**src/design/qrs_sqrt_cell.sv**
```systemverilog
// ----------------------------------------------------------------------------
// qrs_sqrt_cell
// one restoring square root digit, passes its state to the next cell
// ----------------------------------------------------------------------------
`default_nettype none
module qrs_sqrt_cell #(
   parameter int SW     = 25,
   parameter int XE     = 50,
   parameter int SIDE_W = 35
) (
   input  wire logic              clock,
   input  wire logic              reset,
   input  wire logic              adv,
   input  wire logic              in_valid,
   input  wire logic [SW+1:0]     in_rem,
   input  wire logic [SW-1:0]     in_root,
   input  wire logic [XE-1:0]     in_rad,
   input  wire logic [SIDE_W-1:0] in_side,
   output logic                   out_valid_ff,
   output logic [SW+1:0]          out_rem_ff,
   output logic [SW-1:0]          out_root_ff,
   output logic [XE-1:0]          out_rad_ff,
   output logic [SIDE_W-1:0]      out_side_ff
);
   logic [SW+3:0] tmp;
   logic [SW+3:0] trial;
   logic          take;
   logic [SW+1:0] rem_in;
   logic [SW-1:0] root_in;

   always_comb begin
      tmp     = {in_rem, in_rad[XE-1 -: 2]};
      trial   = {2'b00, in_root, 2'b01};
      take    = tmp >= trial;
      rem_in  = take ? (SW+2)'(tmp - trial) : tmp[SW+1:0];
      root_in = {in_root[SW-2:0], take};
   end

   always_ff @(posedge clock) begin
      if (reset) begin
         out_valid_ff <= 1'b0;
      end else if (adv) begin
         out_valid_ff <= in_valid;
      end
      if (adv) begin
         out_rem_ff  <= rem_in;
         out_root_ff <= root_in;
         out_rad_ff  <= in_rad << 2;
         out_side_ff <= in_side;
      end
   end
endmodule
`default_nettype wire

```
**config.mk**
```make
export PLATFORM = sky130hd
export DESIGN_NAME = qrs_sqrt_cell
export DESIGN_NICKNAME = d
export VERILOG_FILES = /design/src/design/qrs_sqrt_cell.sv
export SDC_FILE = /design/constraint.sdc
export NUM_CORES = 1
export LEC_CHECK = 0
export BUFFER_PORTS_ARGS = -buffer_cell sky130_fd_sc_hd__buf_2
export CORE_MARGIN = 1
export CORE_UTILIZATION = 42
export DETAILED_ROUTE_END_ITERATION = 10
export PLACE_DENSITY = 0.76
export SLEW_MARGIN = 20
export SYNTH_ARGS = -nofsm -noshare
export SYNTH_HDL_FRONTEND = slang
export SYNTH_SLANG_ARGS = --single-unit
```
**constraint.sdc**
```tcl
create_clock -name clock -period 3.1 [get_ports clock]
set_input_delay 0.62 -clock clock [delete_from_list [all_inputs] [get_ports clock]]
set_output_delay 0.62 -clock clock [all_outputs]
set_load 0.02 [all_outputs]
```
==> results of run 1 <==
-- layout make-up --
type,instances,area [µm²],share of cell area [%]
repair buffers,342,1910,21.7
clock inverters,15,133,1.51
clock buffers,17,425,4.84
multi-input cells,213,1840,21.0
inverters,42,173,1.97
well taps,180,225,2.56
flip-flops and latches,136,4070,46.4
-- sequential cells by signal, indices dropped and copies added (netlist names) --
register	cells
out_rem_ff	27
out_root_ff	25
out_valid_ff	1
out_rad_ff	48
out_side_ff	35
-- worst paths after layout --
| path | from | to | slack, ps | depth (start not counted) |
|---|---|---|---|---|
| worst max-delay path | in_root[17] | out_rem_ff[3]$_DFFE_PP_ | 170 | 12 |
| worst min-delay path | reset | out_valid_ff$_SDFFE_PP0P_ | 360 | 2 |
| worst max register to register | out_valid_ff$_SDFFE_PP0P_ | out_valid_ff$_SDFFE_PP0P_ | 2490 | 2 |
| worst min register to register | out_valid_ff$_SDFFE_PP0P_ | out_valid_ff$_SDFFE_PP0P_ | 520 | 2 |
-- cell usage after synthesis, drive strengths merged (5+ instances only) --
master,count,share of area (%)
nor2,15,0.93
nand2,14,0.87
o221ai,5,0.83
o21ai,10,0.83
clkbuf,5,0.31
xor2,7,1.0
xnor2,18,2.6
edfxtp,135,67
mux2,22,5.0
nand4,9,0.93
mux2i,5,0.83
buf,8,1.3
inv,42,2.6
ha,27,5.6
a21o,7,0.89
o21bai,5,0.62
a21oi,26,2.3
-- power by group through the flow --
stage | clock (µW) | sequential, µW | combinational (µW)
5_1_grt | 2010 | 2290 | 1220
3_5_place_dp | 0 | 2320 | 1130
2_1_floorplan | 0 | 2550 | 408
4_1_cts | 1940 | 2280 | 1140
6_report | 1890 | 2280 | 1140
3_3_place_gp | 0 | 2310 | 1110
-- metrics by stage --
step	std cells	area (µm²)	hold slack, ps	setup TNS, ps
final	945	8780	358	0
after floorplan	404	6210	579	-304
after CTS	945	8780	336	0
after global placement	913	8220	471	-4810
after global routing	945	8780	343	0
after detailed placement	913	8220	513	-5620
-- logic make-up (layout without fill, tap and decap cells) --
logic type,Yosys count,in the layout,share of synthesized area [%]
AOI/OAI and AO/OA,76,76,8.71
adders and majority gates,27,27,5.57
xor gates and xnor gates,25,25,3.61
and+or+nand+nor,56,56,4.79
muxes,27,27,5.78
DFF,136,136,67.2
other,1,2,0.0619
buffers and inverters,55,416,4.25
-- routing by layer --
metal	global-route usage, %	vias up	part of all wire, %
li1	-	2214	-
met1	21.7	2223	35
met2	41.6	209	55
met3	8.24	26	8.5
met4	6.71	8	1.3
met5	0	-	0.29
-- placed cells by master, fill, tap and decap left out, types with 9 or more instances in the layout --
cell type / synthesis / layout
buf_2: 3 / 275
edfxtp_1: 135 / 135
buf_4: 2 / 64
inv_1: 42 / 37
a21oi_1: 23 / 23
ha_1: 27 / 20
xnor2_1: 18 / 18
clkbuf_16: 0 / 17
nor2_1: 15 / 15
nand2_1: 14 / 14
mux2_4: 14 / 14
nand4_1: 9 / 9
==> run metrics, run 1 <==
TritonCTS clock tree done; TritonCTS Buffers 17; worst-margin pin slew 534 ps; CTS Root Buffer Type clkbuf_16; worst hold path class in -> reg; buffer and inverter count on the worst path 3; Global Route Usage Sum between 20 and 25%; DRT Pass-1 Iters 5; Pleak 0.00401 µW; CTS HTree Levels 4; hold buffer count at CTS 0; placer congestion estimate 0.872; dominant synthesized flop cell edfxtp_1; CP startpoint kind primary input; postcts setup bufs 0; pin count of the biggest net entering global routing 57; layout overhead on the synthesized area 44.9%; PnR Total Power between 5000 and 6000 µW; clock sink total 136; Crit. End Element register; WP data arrival 3090 ps; share of layout cells above drive strength 1 55.2%; ant diodes 0; clock insertion delay at the later pin of the skew report 410 ps; sequential fraction of the synthesis area between 60% and 70%; skew final 0 ps; outcome finished clean; global route overflow 0; CP max FO 27; Mean Syn Cell Area roughly 15 µm²; drt total wl 16,800 µm; Clock power frac between 30% and 40%; Post-synth ARST share 0%; Synth warnings 0; CP Data Required Time about 3300 ps; RSZ-0062 raised after global routing no; register clock-pin slew on the reported worst setup and hold paths 60 ps; P per Cell Area 604 mW/mm²; pre-CTS worst setup slack -256 ps; first-pass GRT wire length between 20,000 and 25,000 µm; post-synth cell types 55; Final period util 94.5%; NetSw approximately 1500 µW; Final #Nets just over 900; Top Ports about 280; Worst path top cell family by delay simple AND/OR/NAND/NOR gates; initial DRC count 275; Setup-failing EPs final 0; hpwl dp about 13,000 µm; vias in the first global route 4,771; Vert. Die Dim 122 µm; Port Buf Inserts roughly 280; Power Internal 3790 µW; fmax 341 MHz; flops & latches, synth 136; initial antenna violation count 4; Core Area roughly 0.014 mm²; Vias/cell just under 5; hold violation count in the final report 0; number of flops mapped to enable cells by yosys 135; die area 0.0149 mm²; fin util 62.8%; DR vias 4,680; crit path time final 2930 ps; # fillers 1,104; starting density of the core 43.3%; # resized after CTS 0; Switching Share 28.6%; sequential power share 42.9%; wire per inst 17.7 µm; worst stage delay on the critical path ~460 ps; cells after synthesis between 400 and 500; remaining antenna violation count after routing 0; combinational share of power 21.4%; MaxCap Viol Count 0; Max stage delay cell, worst path or4b_1; post-synth design cell area ~0.0061 mm²; peak supply drop 0.336 mV; max_slew headroom 64.4%; worst-path cell chain buf_2 -> inv_1 -> ha_4 -> and2_4 -> and3_2 -> or4b_1 -> nor4_1 -> nor2_1 -> o221ai_2 -> a2111o_1 -> buf_12 -> mux2_2; chip width 122 µm; Placement Rows 43; Worst Path Class, Setup in -> reg; DR DRC count 0; CTS Buffer Depth 2; setup ws final roughly 170 ps; fin. max-slew vios 0
Power figures use the tool's default switching activity.
==> run 2, diff against run 1 <==
--- a/config.mk
+++ b/config.mk
@@ -5,11 +5,12 @@
 export SDC_FILE = /design/constraint.sdc
 export NUM_CORES = 1
 export LEC_CHECK = 0
+export ABC_AREA = 1
 export BUFFER_PORTS_ARGS = -buffer_cell sky130_fd_sc_hd__buf_2
 export CORE_MARGIN = 1
-export CORE_UTILIZATION = 42
+export CORE_UTILIZATION = 44
 export DETAILED_ROUTE_END_ITERATION = 10
-export PLACE_DENSITY = 0.76
+export PLACE_DENSITY = 0.77
 export SLEW_MARGIN = 20
 export SYNTH_ARGS = -nofsm -noshare
 export SYNTH_HDL_FRONTEND = slang
==> run 2 against run 1 <==
  * Final area rose by 2.0%
  * Largest cell class unchanged
  * Die area up 6.4%
  * Combinational power fell by 11%
  * Total power shrank 2.0%
  * Via count up 19%
  * Largest power group unchanged
  * Critical path type unchanged
  * Clock power about the same
  * Synthesized cell count is 67% higher
  * Register-to-register slack better by 20 ps
  * Non-clock buffer count down 55
==> run metrics, run 2 <==
outcome finished clean; max FFs per register 48 (unchanged); setup_tns 0 ps (unchanged); worst stage delay on the critical path 350 ps (-110 ps); Port Buf Inserts 276 (unchanged); peak supply drop 0.324 mV (-3.7%); most common cell after layout, fill and taps aside buf_2; most frequent cells in the layout buf_2 (275), nand2_1 (214), edfxtp_1 (135); worst hold path class in -> reg; Placement Rows 44 (+2.3%); Setup crit start in_rem[18]; Worst path top cell family by delay simple AND/OR/NAND/NOR gates; Worst Path Class, Setup in -> reg; Max stage delay cell, worst path ha_1; MaxCap Viol Count 0 (unchanged); Synth top area share 59.9% (-7.0 points); Core Area 0.0148 mm² (+5.5%); hpwl dp 15,100 µm (+17%); Setup-failing EPs final 0 (unchanged); wire per inst 16.3 µm (-8.0%); CTS HTree Levels 4 (unchanged); worst-margin pin slew 591 ps (+57.0 ps); die area 0.0159 mm² (+6.4%); skew final 0 ps (unchanged); hold buffer count at CTS 0 (unchanged); most frequent cells after synthesis nand2_1 (214), edfxtp_1 (135), inv_1 (122); CTS Root Buffer Type clkbuf_16; cells after synthesis 672 (+67%); CP Data Required Time 3270 ps (about the same); post-synth design cell area 0.00677 mm² (+12%); DR vias 5,562 (+19%); RSZ-0062 raised after global routing no; Pleak 0.00451 µW (+12%); Final #Nets 1,137 (+24%); dominant synthesized flop cell edfxtp_1; CP max FO 10 (-63%); Most common cell on crit path nand2_1; Post-Layout Inst Area 0.00895 mm² (+2.0%); TritonCTS clock tree done; P per Cell Area 581 mW/mm² (-3.8%); TritonCTS Buffers 17 (unchanged); sequential power share 43.6% (+0.7 points); worst r2r src out_valid_ff$_SDFFE_PP0P_; number of flops mapped to enable cells by yosys 135 (unchanged); clock insertion delay at the later pin of the skew report 420 ps (about the same); layout overhead on the synthesized area 32.3%; remaining antenna violation count after routing 0 (unchanged); Final period util 73.0% (-22 points); CTS Buffer Depth 2 (unchanged); max_slew headroom 60.6% (-3.8 points); drt total wl 19,000 µm (+14%); DR DRC count 0 (unchanged); top-count cell post-synth nand2_1; flops & latches, synth 136 (unchanged); DRT Pass-1 Iters 5 (unchanged); buffer and inverter count on the worst path 3 (unchanged); fin util 60.7% (-2.1 points); Power Internal 3630 µW (-4.3%); fin. max-slew vios 0 (unchanged); footprint of the multi-input gates 0.00212 mm² (+15%); ranking of synthesized cells by area edfxtp_1 (60%), nand2_1 (12%), inv_1 (6.8%); # fillers 1,277 (+16%); fmax 442 MHz (+29%); global route overflow 0 (unchanged); hold violation count in the final report 0 (unchanged); Worst Hold Launch reset; first-pass GRT wire length 28,600 µm (+20%); share of layout cells above drive strength 1 36.0% (-19 points); Yosys top cell by area edfxtp_1; WP data arrival 2440 ps (-650 ps); Biggest register out_rad_ff; vias in the first global route 5,475 (+15%); register area 0.00407 mm² (unchanged); Placed Area 0.00839 mm² (+2.0%); initial antenna violation count 2 (-2); PnR Total Power 5200 µW (-2.0%); pin count of the biggest net entering global routing 61 (+7.0%); Crit. End Element register; chip width 126 µm (+3.2%); placer congestion estimate 0.915 (+5.0%); Switching Share 30.3% (+1.7 points); Synth warnings 0 (unchanged); Clock power frac 36.7% (+1.1 points); Vert. Die Dim 126 µm (+3.2%); # resized after CTS 0 (unchanged); Mean Syn Cell Area 10.1 µm² (-33%); combinational share of power 19.7% (-1.7 points); NetSw 1580 µW (+3.9%); initial DRC count 260 (-5.5%); Global Route Usage Sum 24.2% (+2.3 points); starting density of the core 45.9% (+2.5 points); crit path time final 2260 ps (-667 ps); clock sink total 136 (unchanged); sequential fraction of the synthesis area 60.2% (-7.0 points); CP startpoint kind primary input; Top Ports 279 (unchanged); Post-synth ARST share 0% (unchanged); Top Registers out_rad_ff: 48 flops, out_side_ff: 35 flops, out_rem_ff: 27 flops; worst-path cell chain buf_2 -> ha_1 -> nand2_1 -> inv_1 -> a21oi_1 -> nand2_1 -> a21oi_1 -> nand3_2 -> buf_4 -> nand2_1 -> nand2_1; post-synth cell types 30 (-45%); Vias/cell 4.76 (-3.8%); postcts setup bufs 0 (unchanged); register clock-pin slew on the reported worst setup and hold paths 60 ps (about the same)
run 2: per-stage QoR:
| stage | setup slack [ps] | cells | hold slack [ps] |
|---|---|---|---|
| floorplan | 895 | 673 | 579 |
| global placement | 455 | 1134 | 466 |
| detailed placement | 426 | 1134 | 501 |
| CTS | 882 | 1166 | 343 |
| global route | 667 | 1167 | 348 |
| finish | 837 | 1168 | 359 |
run 2: cells by family (layout without fill, tap and decap cells):
family / after synthesis / count (layout) / share of synthesized area, %
muxes: 1 / 1 / 0.148
other: 1 / 4 / 0.0554
adders and majority gates: 27 / 27 / 4.99
DFF: 136 / 136 / 60.2
and+or+nand+nor: 341 / 341 / 22.9
AOI/OAI and AO/OA: 21 / 21 / 1.63
buffers and inverters: 133 / 442 / 8.54
xor gates and xnor gates: 12 / 12 / 1.55
run 2: final cells by class:
type	instances	area share, %
diodes	2	0.0559
clock buffers	17	4.75
clock inverters	15	1.48
inverters	123	5.16
multi-input cells	404	23.6
flip-flops and latches	136	45.5
well taps	184	2.57
repair buffers	287	16.8
run 2: power by group through the flow:
stage / Combinational [µW] / Sequential, µW / Clock, µW
after global routing: 1120 / 2280 / 2020
after floorplan: 379 / 2540 / 0
after CTS: 1030 / 2270 / 1940
final: 1020 / 2270 / 1910
after global placement: 1010 / 2310 / 0
after detailed placement: 1020 / 2310 / 0
run 2: worst paths after layout:
check,to,slack [ps],cells after the start
setup / recovery,out_rem_ff[8]$_DFFE_PP_,840,11
hold / removal,out_valid_ff$_SDFFE_PP0P_,360,2
setup reg to reg,out_valid_ff$_SDFFE_PP0P_,2510,2
hold reg to reg,out_valid_ff$_SDFFE_PP0P_,510,2
run 2: per-layer routing:
metal	up-vias	GRT usage [%]	share of wire, %
li1	2787	-	-
met1	2532	25.3	38
met2	209	45.5	53
met3	32	7.90	7.1
met4	2	7.94	1.9
met5	-	0	0.068
run 2: worst register-to-register path, delay by kind of cell, from the launching register on:
family / cells / cell delay [ps]
flip-flops: 1 / 310
multiplexers: 1 / 120
AND/OR/NAND/NOR: 1 / 60
