<file path="src/design/qrs_div_cell.sv">
// ----------------------------------------------------------------------------
// qrs_div_cell
// one restoring division step on magnitudes, quotient bit shifts in below
// ----------------------------------------------------------------------------
`default_nettype none
module qrs_div_cell #(
   parameter int MW     = 34,
   parameter int VW     = 17,
   parameter int SIDE_W = 3
) (
   input  wire logic              clock,
   input  wire logic              reset,
   input  wire logic              adv,
   input  wire logic              in_valid,
   input  wire logic [VW-1:0]     in_rem,
   input  wire logic [MW-1:0]     in_work,
   input  wire logic [VW-1:0]     in_dvs,
   input  wire logic [SIDE_W-1:0] in_side,
   output logic                   out_valid_ff,
   output logic [VW-1:0]          out_rem_ff,
   output logic [MW-1:0]          out_work_ff,
   output logic [VW-1:0]          out_dvs_ff,
   output logic [SIDE_W-1:0]      out_side_ff
);
   logic [VW:0]   tmp;
   logic          take;
   logic [VW-1:0] rem_in;

   always_comb begin
      tmp    = {in_rem, in_work[MW-1]};
      take   = tmp >= {1'b0, in_dvs};
      rem_in = take ? VW'(tmp - {1'b0, in_dvs}) : tmp[VW-1:0];
   end

   always_ff @(posedge clock) begin
      if (reset) begin
         out_valid_ff <= 1'b0;
      end else if (adv) begin
         out_valid_ff <= in_valid;
      end
      if (adv) begin
         out_rem_ff  <= rem_in;
         out_work_ff <= {in_work[MW-2:0], take};
         out_dvs_ff  <= in_dvs;
         out_side_ff <= in_side;
      end
   end
endmodule
`default_nettype wire

</file>
<file path="config.mk">
export PLATFORM = sky130hd
export DESIGN_NAME = qrs_div_cell
export DESIGN_NICKNAME = d
export VERILOG_FILES = /design/src/design/qrs_div_cell.sv
export SDC_FILE = /design/constraint.sdc
export NUM_CORES = 1
export LEC_CHECK = 0
export BUFFER_PORTS_ARGS = -buffer_cell sky130_fd_sc_hd__buf_4
export CELL_PAD_IN_SITES_DETAIL_PLACEMENT = 1
export CELL_PAD_IN_SITES_GLOBAL_PLACEMENT = 1
export CORE_AREA = 2 2 103 105
export CTS_CLUSTER_DIAMETER = 200
export CTS_CLUSTER_SIZE = 16
export DETAILED_ROUTE_END_ITERATION = 8
export DIE_AREA = 0 0 105 107
export MAX_ROUTING_LAYER = met4
export PLACE_DENSITY = 0.87
export SETUP_SLACK_MARGIN = 0.3
export SLEW_MARGIN = 20
export SYNTH_ARGS = -nofsm -noshare
export SYNTH_HDL_FRONTEND = slang
export SYNTH_SLANG_ARGS = --single-unit
</file>
<file path="constraint.sdc">
create_clock -name clock -period 2.85 [get_ports clock]
set_clock_uncertainty 0.2 [all_clocks]
set_input_delay 0.57 -clock clock [delete_from_list [all_inputs] [get_ports clock]]
set_output_delay 0.57 -clock clock [all_outputs]
set_load 0.005 [all_outputs]
</file>
==> results of run 1 <==
## through the flow
step / worst slack, ns / TNS (ns) / area, sq um
2_1_floorplan: 0.2254 / 0 / 3490
3_3_place_gp: 0.04224 / 0 / 4805
3_5_place_dp: -0.06373 / -0.2091 / 4805
4_1_cts: 0.3056 / 0 / 5030
5_1_grt: 0.2255 / 0 / 5084
6_report: 0.3127 / 0 / 5084
## layer usage
metal	up-vias	GRT usage	share of wire
met5	-	-	0
met4	0	0.06000	0.017
li1	1221	-	-
met3	15	0.05046	0.062
met2	108	0.2959	0.51
met1	1209	0.1941	0.41
## repair_timing
| action | in CTS | in global routing |
|---|---|---|
| endpoints found under the setup margin | 1 | 10 |
| resized for setup | 0 | 2 |
| pin swaps | 2 | 1 |
| endpoints found under the hold margin | 0 | 0 |
| setup buffers | 1 | 6 |
## report_power, final
| part | switching (mW) | internal [mW] |
|---|---|---|
| clock network | 0.423 | 0.499 |
| logic | 0.274 | 0.333 |
| registers | 0.0319 | 1.28 |
## sequential cells by signal, indices dropped and copies added, names as in the netlist
signal,flops
out_side_ff,3
out_rem_ff,17
out_dvs_ff,17
out_work_ff,34
out_valid_ff,1
## layout make-up
type / count / area [sq um] / area share
flip-flops and latches: 72 / 2152 / 0.4233
repair buffers: 161 / 1234 / 0.2427
multi-input cells: 141 / 1211 / 0.2382
well taps: 136 / 170.2 / 0.03347
clock buffers: 10 / 127.6 / 0.02510
inverters: 23 / 98.84 / 0.01944
clock inverters: 6 / 90.09 / 0.01772
## logic make-up after synthesis
family                   share of synthesized area
adder cells (fa/ha/maj)                    0.07113
multiplexers                              0.009560
AND/OR/NAND/NOR                            0.07687
XOR/XNOR                                   0.02677
AO/OA/AOI/OAI                               0.1254
buffers and inverters                      0.03250
flip-flops                                  0.6577
## worst paths after layout
check	from	endpoint	cells after the start	slack (ns)
max reg2reg	out_valid_ff	out_valid_ff	2	2.06
min reg2reg	out_valid_ff	out_valid_ff	2	0.31
min	reset	out_valid_ff	2	0.17
max	in_work[33]	out_rem_ff[12]	13	0.31
## synthesized netlist by cell type, types with 3 or more instances
library cell and instances:
ha_1 17, or3_1 3, o21ai_1 12, nand2b_1 3, o21ai_0 8, xnor2_1 5, a211oi_1 3, xor2_1 5
edfxtp_1 71, nor2_1 7, nand2_1 23, a21o_1 6, nor3_1 4, a21oi_1 13, inv_1 23
==> metrics.md, run 1 <==
| Metric | Value |
|---|---|
| Top-area cell type share of the netlist area | 0.6516 |
| CTS tree | built |
| Worst path bufs/invs | 5 |
| DR vias | 2,553 |
| DRC | 0 |
| Cell taking the most area after synthesis | edfxtp_1 |
| Via density | 4.650 |
| Hpwl dp | 7.119 mm |
| Req. time, crit path | 2.76 ns |
| Core area | 0.01009 sq mm |
| Cells after Synth | 239 |
| Critical Path AT | 2.45 ns |
| Share of cells above drive strength 1 | 0.5157 |
| Ys async rst share | 0 |
| Hold_ws | 0.1662 ns |
| Initial cell density of the core | 0.3242 |
| Cell Pwr Density | 559.7 mW/mm^2 |
| Crit path max-delay cell type | or3_4 |
| Status | finished clean |
| Post-route ant nets | 0 |
| Post-synth EDFFs | 71 |
| RSZ-0062 raised after global routing | yes |
| Iter 0 DRT Violations | 110 |
| Layout Nets | 501 |
| CTS sink cnt | 72 |
| Worst Setup Path Type | input pin to flip-flop |
| Drt pass-1 iters | 4 |
| Clock buffer depth | 2 |
| Crit Path Max Fanout | 14 |
| Vias in the first global route | 2,767 |
| Synth Flop Type | edfxtp_1 |
| Worst setup SP type | input pin |
| Period minus WS final | 2.537 ns |
| Placed cells | 526 |
| Yosys reg bits | 72 |
| CTS buffer count | 9 |
| Synth Cell Area | 0.003272 sq mm |
| Worst vdd ir | 293.5 uV |
| Clock slew at reported path FFs | 0.09 ns |
| Post-route insts no fill | 549 |
| Slowest stage delay, CP | 0.37 ns |
| Htree depth | 3 |
| I/O Buffers | 146 |
| Max-capacitance violation count | 0 |
| Die area | 0.01124 sq mm |
| Initial antenna violation count | 0 |
| Largest delay contributor family on the critical path | simple AND/OR/NAND/NOR gates |
| Total GRT Usage | 0.1729 |
| Commonest non-fill, non-tap cells in the layout | buf_4 (159), edfxtp_1 (71), nand2_1 (19), inv_1 (18), a21oi_1 (12) |
| Avg Cell Area, Syn | 13.69 sq um |
| Tcrit/Tclk final | 0.8903 |
| Final max-slew violation count | 0 |
| Post-Syn Nets | 332 |
| # rows | 37 |
| Peak Freq | 0.3941 GHz |
| Synth-to-Final Area Change | 55.37% |
| GRT overflow | 0 |
| WL final | 9.465 mm |
| Final hold vios | 0 |
| Die span in y | 107 um |
| Synth top area cells | edfxtp_1 (65%), ha_1 (6.5%), inv_1 (2.6%), nand2_1 (2.6%), a21oi_1 (2.0%) |
| Per-cell routed wire length | 17.24 um |
| Yosys warnings | 0 |
| Final core occ | 0.5037 |
| Min-delay worst type | input pin to flip-flop |
| Clk root buf | clkbuf_8 |
| CP endpoint kind | flip-flop |
| Final setup violation count | 0 |
| Pin count of the biggest net entering global routing | 46 |
| IO Pins | 147 |
| Ant diodes | 0 |
| Fill count | 1,106 |
| Worst skew pair latency | 0.35 ns |
| CP most frequent cell | buf_4 |
| First-pass GRT wire length | 14.37 mm |
| Slew HR | 0.7351 |
| Cts hold-fix bufs | 0 |
| Total power | 2.845 mW |
| Seq/Total Area, Yosys | 0.6577 |
| Lkg Pwr | 2.152 nW |
| Unique masters post-synth | 44 |
| Worst-margin pin slew | 0.3950 ns |
| Sequence of cells on the critical path | buf_4 -> inv_12 -> ha_4 -> inv_2 -> fa_2 -> a21oi_2 -> or3_4 -> a2111oi_4 -> nor3_4 -> buf_12 -> buf_4 -> nand2_1 -> o21ai_1 |
| Most common cell after layout, fill and taps aside | buf_4 |
| Die Width | 105 um |
| GPL Wtd Cong | 0.8131 |
Power figures use the tool's default switching activity.
==> run 2, diff against run 1 <==
Settings changed: CORE_AREA 2 2 103 105 to 2 2 100 102, DIE_AREA 0 0 105 107 to 0 0 102 104, PLACE_DENSITY 0.87 to 0.88, REMOVE_ABC_BUFFERS set to 1.
Clock period 2.85 ns to 3.2 ns, I/O delays scaled along.
==> run 2 against run 1 <==
Net effect:
- sequential share of layout area grew 2.4 points
- sequential power shrank 11%
- worst setup slack gained 0.22 ns
- critical path depth shrank 2
- flip-flop and latch count is the same
- global-route usage grew 0.083 points
- clock power shrank 3.5%
- register-to-register slack gained 0.36 ns
- non-clock buffer count shrank 8
- final cell count shrank 2.0%
- count of clock-buffer cells in the layout is the same
- utilization grew 0.060 points
==> metrics.md, run 2 (synthesized netlist as in run 1, its figures left out) <==
| Metric | Value |
|---|---|
| RSZ-0062 raised after global routing | no |
| Clk root buf | clkbuf_8 |
| DR vias | 2,544 |
| Critical Path AT | 2.57 ns |
| Largest register by flop count | out_work_ff |
| Total power | 2.539 mW |
| Min-delay worst type | input pin to flip-flop |
| Tcrit/Tclk final | 0.8345 |
| Combinational Power Share | 0.188 |
| Per-cell routed wire length | 16.41 um |
| Max-capacitance violation count | 0 |
| Clock slew at reported path FFs | 0.08 ns |
| Via density | 4.729 |
| First-pass GRT wire length | 13.76 mm |
| CTS resizes | 0 |
| Pin count of the biggest net entering global routing | 43 |
| Req. time, crit path | 3.10 ns |
| GPL Wtd Cong | 0.7828 |
| Worst-margin pin slew | 0.5567 ns |
| Most common cell after layout, fill and taps aside | buf_4 |
| Die area | 0.01061 sq mm |
| Die span in y | 104 um |
| Period minus WS final | 2.670 ns |
| Final hold vios | 0 |
| Initial cell density of the core | 0.3426 |
| Ant diodes | 0 |
| # rows | 36 |
| Share of cells above drive strength 1 | 0.4420 |
| CP endpoint kind | flip-flop |
| R2R Setup Slk | 2.42 ns |
| Worst setup SP type | input pin |
| Status | finished clean |
| Die Width | 102 um |
| WL final | 8.827 mm |
| I/O Buffers | 146 |
| Slew HR | 0.6289 |
| Clock buffer depth | 2 |
| Top flop regs | out_work_ff (34), out_dvs_ff (17), out_rem_ff (17) |
| Worst vdd ir | 195.4 uV |
| Cell Pwr Density | 527.1 mW/mm^2 |
| IO Pins | 147 |
| DRC | 0 |
| Final setup violation count | 0 |
| Lkg Pwr | 2.091 nW |
| Initial antenna violation count | 0 |
| Postcts setup bufs | 0 |
| CTS buffer count | 9 |
| Largest register FFs | 34 |
| Commonest non-fill, non-tap cells in the layout | buf_4 (153), edfxtp_1 (71), inv_1 (23), nand2_1 (23), ha_1 (17) |
| Fill count | 1,037 |
| Total internal power | 1.925 mW |
| CTS tree | built |
| Htree depth | 3 |
| Worst Setup Path Type | input pin to flip-flop |
| CTS sink cnt | 72 |
| Final max-slew violation count | 0 |
| Crit Path Max Fanout | 19 |
| Layout Nets | 493 |
| Total GRT Usage | 0.1737 |
| Fin area | 0.004816 sq mm |
| Iter 0 DRT Violations | 104 |
| Reg power frac | 0.461 |
| Hpwl dp | 6.869 mm |
| Net Sw Frac | 0.2419 |
| GRT overflow | 0 |
| Clk pwr share | 0.350 |
| Core area | 0.009549 sq mm |
| Vias in the first global route | 2,763 |
| Net Sw Power | 0.6140 mW |
| Worst skew pair latency | 0.34 ns |
| Fin Setup TNS | 0 ns |
| Peak Freq | 0.3745 GHz |
| Synth-to-Final Area Change | 47.19% |
| Cts hold-fix bufs | 0 |
| DP Area | 0.004573 sq mm |
| Post-route ant nets | 0 |
| Drt pass-1 iters | 4 |
[run 2: changes by cell type in the layout (fill, tap and decap cells not counted), moves of 3 or more]
cell,delta
ha_1,+10
ha_4,-10
buf_4,-6
inv_1,+5
inv_2,-4
nand2_1,+4
nand2_2,-3
[run 2: routing by layer]
metal / up-vias / global-route usage / share of wire
met5: - / - / 0
met4: 0 / 0.05714 / 0.013
met3: 11 / 0.04839 / 0.078
met2: 103 / 0.2956 / 0.51
met1: 1219 / 0.1951 / 0.40
li1: 1211 / - / -
[run 2: per-stage QoR]
stage / cells / worst slack [ns] / hold WS, ns / utilization
after detailed placement: 522 / 0.1745 / 0.2880 / 0.4789
after global placement: 522 / 0.2225 / 0.2769 / 0.4789
after global routing: 538 / 0.3947 / 0.2241 / 0.5043
after CTS: 538 / 0.5395 / 0.2171 / 0.5043
after floorplan: 236 / -0.4352 / 0.2850 / -
final: 538 / 0.5297 / 0.2387 / 0.5043
[run 2: final timing paths]
| check | depth (start not counted) | from | end |
|---|---|---|---|
| worst min register to register | 2 | out_valid_ff | out_valid_ff |
| worst max register to register | 2 | out_valid_ff | out_valid_ff |
| worst min-delay path | 2 | reset | out_valid_ff |
| worst max-delay path | 11 | in_work[33] | out_rem_ff[12] |
[run 2: power groups by stage]
stage          sequential [mW]  combinational, mW  clock, mW
6_report                  1.17              0.478      0.890
5_1_grt                   1.18              0.529      0.952
4_1_cts                   1.17              0.486      0.923
3_5_place_dp              1.19              0.483          0
3_3_place_gp              1.19              0.465          0
2_1_floorplan             1.20              0.177          0
[run 2: final cells by class]
class / instances / area [sq um] / area share
sequential: 72 / 2152 / 0.4469
timing repair buffer: 153 / 1149 / 0.2385
multi-input combinational: 141 / 1020 / 0.2117
tap: 133 / 166.4 / 0.03455
clock buffer: 10 / 127.6 / 0.02650
clock inverter: 6 / 115.1 / 0.02390
inverter: 23 / 86.33 / 0.01793
[run 2: worst max-delay path, stage by stage]
cell and delay, ns:
buf_4 0.11, inv_1 0.05, ha_1 0.15, inv_1 0.05, fa_1 0.40, a21oi_1 0.26, or3_4 0.20, a2111oi_4 0.08
nor3_4 0.24, buf_4 0.27, o21ai_1 0.11
==> run 3, diff against run 2 <==
Settings changed: CORE_AREA 2 2 100 102 to 2 2 103 105, DIE_AREA 0 0 102 104 to 0 0 105 107, PLACE_DENSITY 0.88 to 0.87.
Clock period 3.2 ns to 2.25 ns, I/O delays scaled along.
==> run 3 against run 2 <==
Net effect:
- the run now ends with negative setup slack left
- global-route usage increased by 1.2 points
- sequential share of layout area down 5.3 points
- combinational power rose by 88%
- wire length grew 20%
- first-iteration DRC count grew 3.8%
- sequential power grew 43%
- highest routed layer unchanged
- final area is 13% higher
- critical path depth decreased by 1
- clock power is 28% higher
- utilization up 3.7 points
- worst hold slack worse by 0.18 ns
- critical endpoint is now out_rem_ff[1]
==> metrics.md, run 3 (synthesized netlist as in run 1, its figures left out) <==
| Metric | Value |
|---|---|
| Fin Setup TNS | -1.588 ns |
| Worst path bufs/invs | 3 |
| Cts hold-fix bufs | 0 |
| Iter 0 DRT Violations | 108 |
| Clk root buf | clkbuf_8 |
| Worst-margin pin slew | 0.4333 ns |
| DRC | 0 |
| Largest register FFs | 34 |
| Critical Path AT | 2.29 ns |
| Die area | 0.01124 sq mm |
| Slowest stage delay, CP | 0.40 ns |
| Initial antenna violation count | 0 |
| Final max-slew violation count | 0 |
| CTS tree | built |
| Final setup violation count | 18 |
| Total power | 3.711 mW |
| IO Pins | 147 |
| Synth-to-Final Area Change | 66.88% |
| Tcrit/Tclk final | 1.059 |
| Share of cells above drive strength 1 | 0.5580 |
| GPL Wtd Cong | 0.8183 |
| # rows | 37 |
| CP endpoint kind | flip-flop |
| HP Start | reset |
| WL final | 10.58 mm |
| Final setup margin | -0.1322 ns |
| Crit path max-delay cell type | nor3_4 |
| Period minus WS final | 2.382 ns |
| DR vias | 2,825 |
| Fill count | 1,116 |
| CTS buffer count | 9 |
| First-pass GRT wire length | 15.67 mm |
| Min-delay worst type | input pin to flip-flop |
| Worst vdd ir | 233.4 uV |
| Status | finished with violations |
| Storage cell area | 0.002152 sq mm |
| Violated checks | negative setup slack |
| Vias in the first global route | 3,093 |
| Sequence of cells on the critical path | buf_8 -> inv_4 -> ha_4 -> inv_2 -> fa_2 -> a21oi_4 -> or3_4 -> a2111oi_4 -> nor3_4 -> mux2_4 |
| Worst skew pair latency | 0.34 ns |
| Htree depth | 3 |
| Final hold vios | 0 |
| Clock buffer depth | 2 |
| Largest delay contributor family on the critical path | simple AND/OR/NAND/NOR gates |
| Total GRT Usage | 0.1859 |
| Crit Path Max Fanout | 7 |
| Largest register by flop count | out_work_ff |
| Per-cell routed wire length | 17.84 um |
| Reg2reg start | out_valid_ff |
| Worst setup SP type | input pin |
| Max-capacitance violation count | 0 |
| DP Area | 0.004942 sq mm |
| Cell Pwr Density | 679.7 mW/mm^2 |
| Worst Setup Path Type | input pin to flip-flop |
| Post-route ant nets | 0 |
| Initial cell density of the core | 0.3242 |
| Via density | 4.764 |
| Die Width | 105 um |
| Pin count of the biggest net entering global routing | 35 |
| Layout Nets | 545 |
| Crit. Startpoint | in_work[33] |
| RSZ-0062 raised after global routing | yes |
| Commonest non-fill, non-tap cells in the layout | buf_4 (199), edfxtp_1 (71), inv_1 (21), nand2_1 (20), o21ai_1 (14) |
| Die span in y | 107 um |
| Req. time, crit path | 2.16 ns |
| Drt pass-1 iters | 4 |
| Area of the multi-input gates | 0.001257 sq mm |
| Ant diodes | 0 |
| Clock slew at reported path FFs | 0.08 ns |
| Slew HR | 0.7102 |
| GRT overflow | 0 |
| Pre-CTS setup slack | -0.6455 ns |
| CTS sink cnt | 72 |
| Most common cell after layout, fill and taps aside | buf_4 |
| Core area | 0.01009 sq mm |
| Top flop regs | out_work_ff (34), out_dvs_ff (17), out_rem_ff (17) |
| Lkg Pwr | 2.388 nW |
| Peak Freq | 0.4198 GHz |
| I/O Buffers | 146 |
| Fin area | 0.005460 sq mm |
| Hpwl dp | 7.756 mm |
==> run 3: cell types whose count changed in the layout (fill, tap and decap cells not counted), sizes merged <==
cell    change
buf        +52
bufinv      -1
clkbuf      -1
clkinv      +2
==> run 3: what timing repair did <==
| item | in CTS | in global routing |
|---|---|---|
| gates cloned | 1 | 0 |
| gates resized for setup | 24 | 29 |
| buffers inserted | 2 | 2 |
| setup endpoints to repair | 18 | 18 |
| pin swaps | 11 | 13 |
==> run 3: area by class of cell <==
type                       count  area share
multi-input combinational    141      0.2303
tap                          136     0.03116
timing repair buffer         205      0.2883
clock buffer                   9     0.02269
clock inverter                 7     0.01719
inverter                      23     0.01627
sequential                    72      0.3941
==> run 3: worst register-to-register path, stage by stage (launching register included) <==
cell and delay [ns]:
dfxtp_1 0.32, mux2i_1 0.12, nor2_1 0.06
==> run 3: through the flow <==
stage / std cells / utilization / hold WS, ns
floorplan: 236 / - / 0.2850
global placement: 572 / 0.4897 / 0.2760
detailed placement: 572 / 0.4897 / 0.3208
CTS: 591 / 0.5227 / 0.04036
global route: 593 / 0.5410 / 0.04135
finish: 593 / 0.5410 / 0.05494
==> run 3: final timing paths <==
check | end | slack (ns) | cells after the start
max | out_rem_ff[1] | -0.13 | 10
min | out_valid_ff | 0.05 | 2
max reg2reg | out_valid_ff | 1.46 | 2
min reg2reg | out_valid_ff | 0.33 | 2
==> run 3: report_power, final <==
part | internal [mW] | total, mW | switching [mW] | leakage, nW
logic | 0.501 | 0.897 | 0.397 | 1.58
clock network | 0.626 | 1.14 | 0.517 | 0.108
registers | 1.63 | 1.67 | 0.0429 | 0.703
==> run 3: layer usage <==
metal  vias to the layer above  track usage  routed length [um]
met5                         -            -                   0
met4                         0      0.06000                 206
met3                        23      0.04742                 593
met2                       115       0.3340                5552
met1                      1377       0.2019                4228
li1                       1310            -                   -
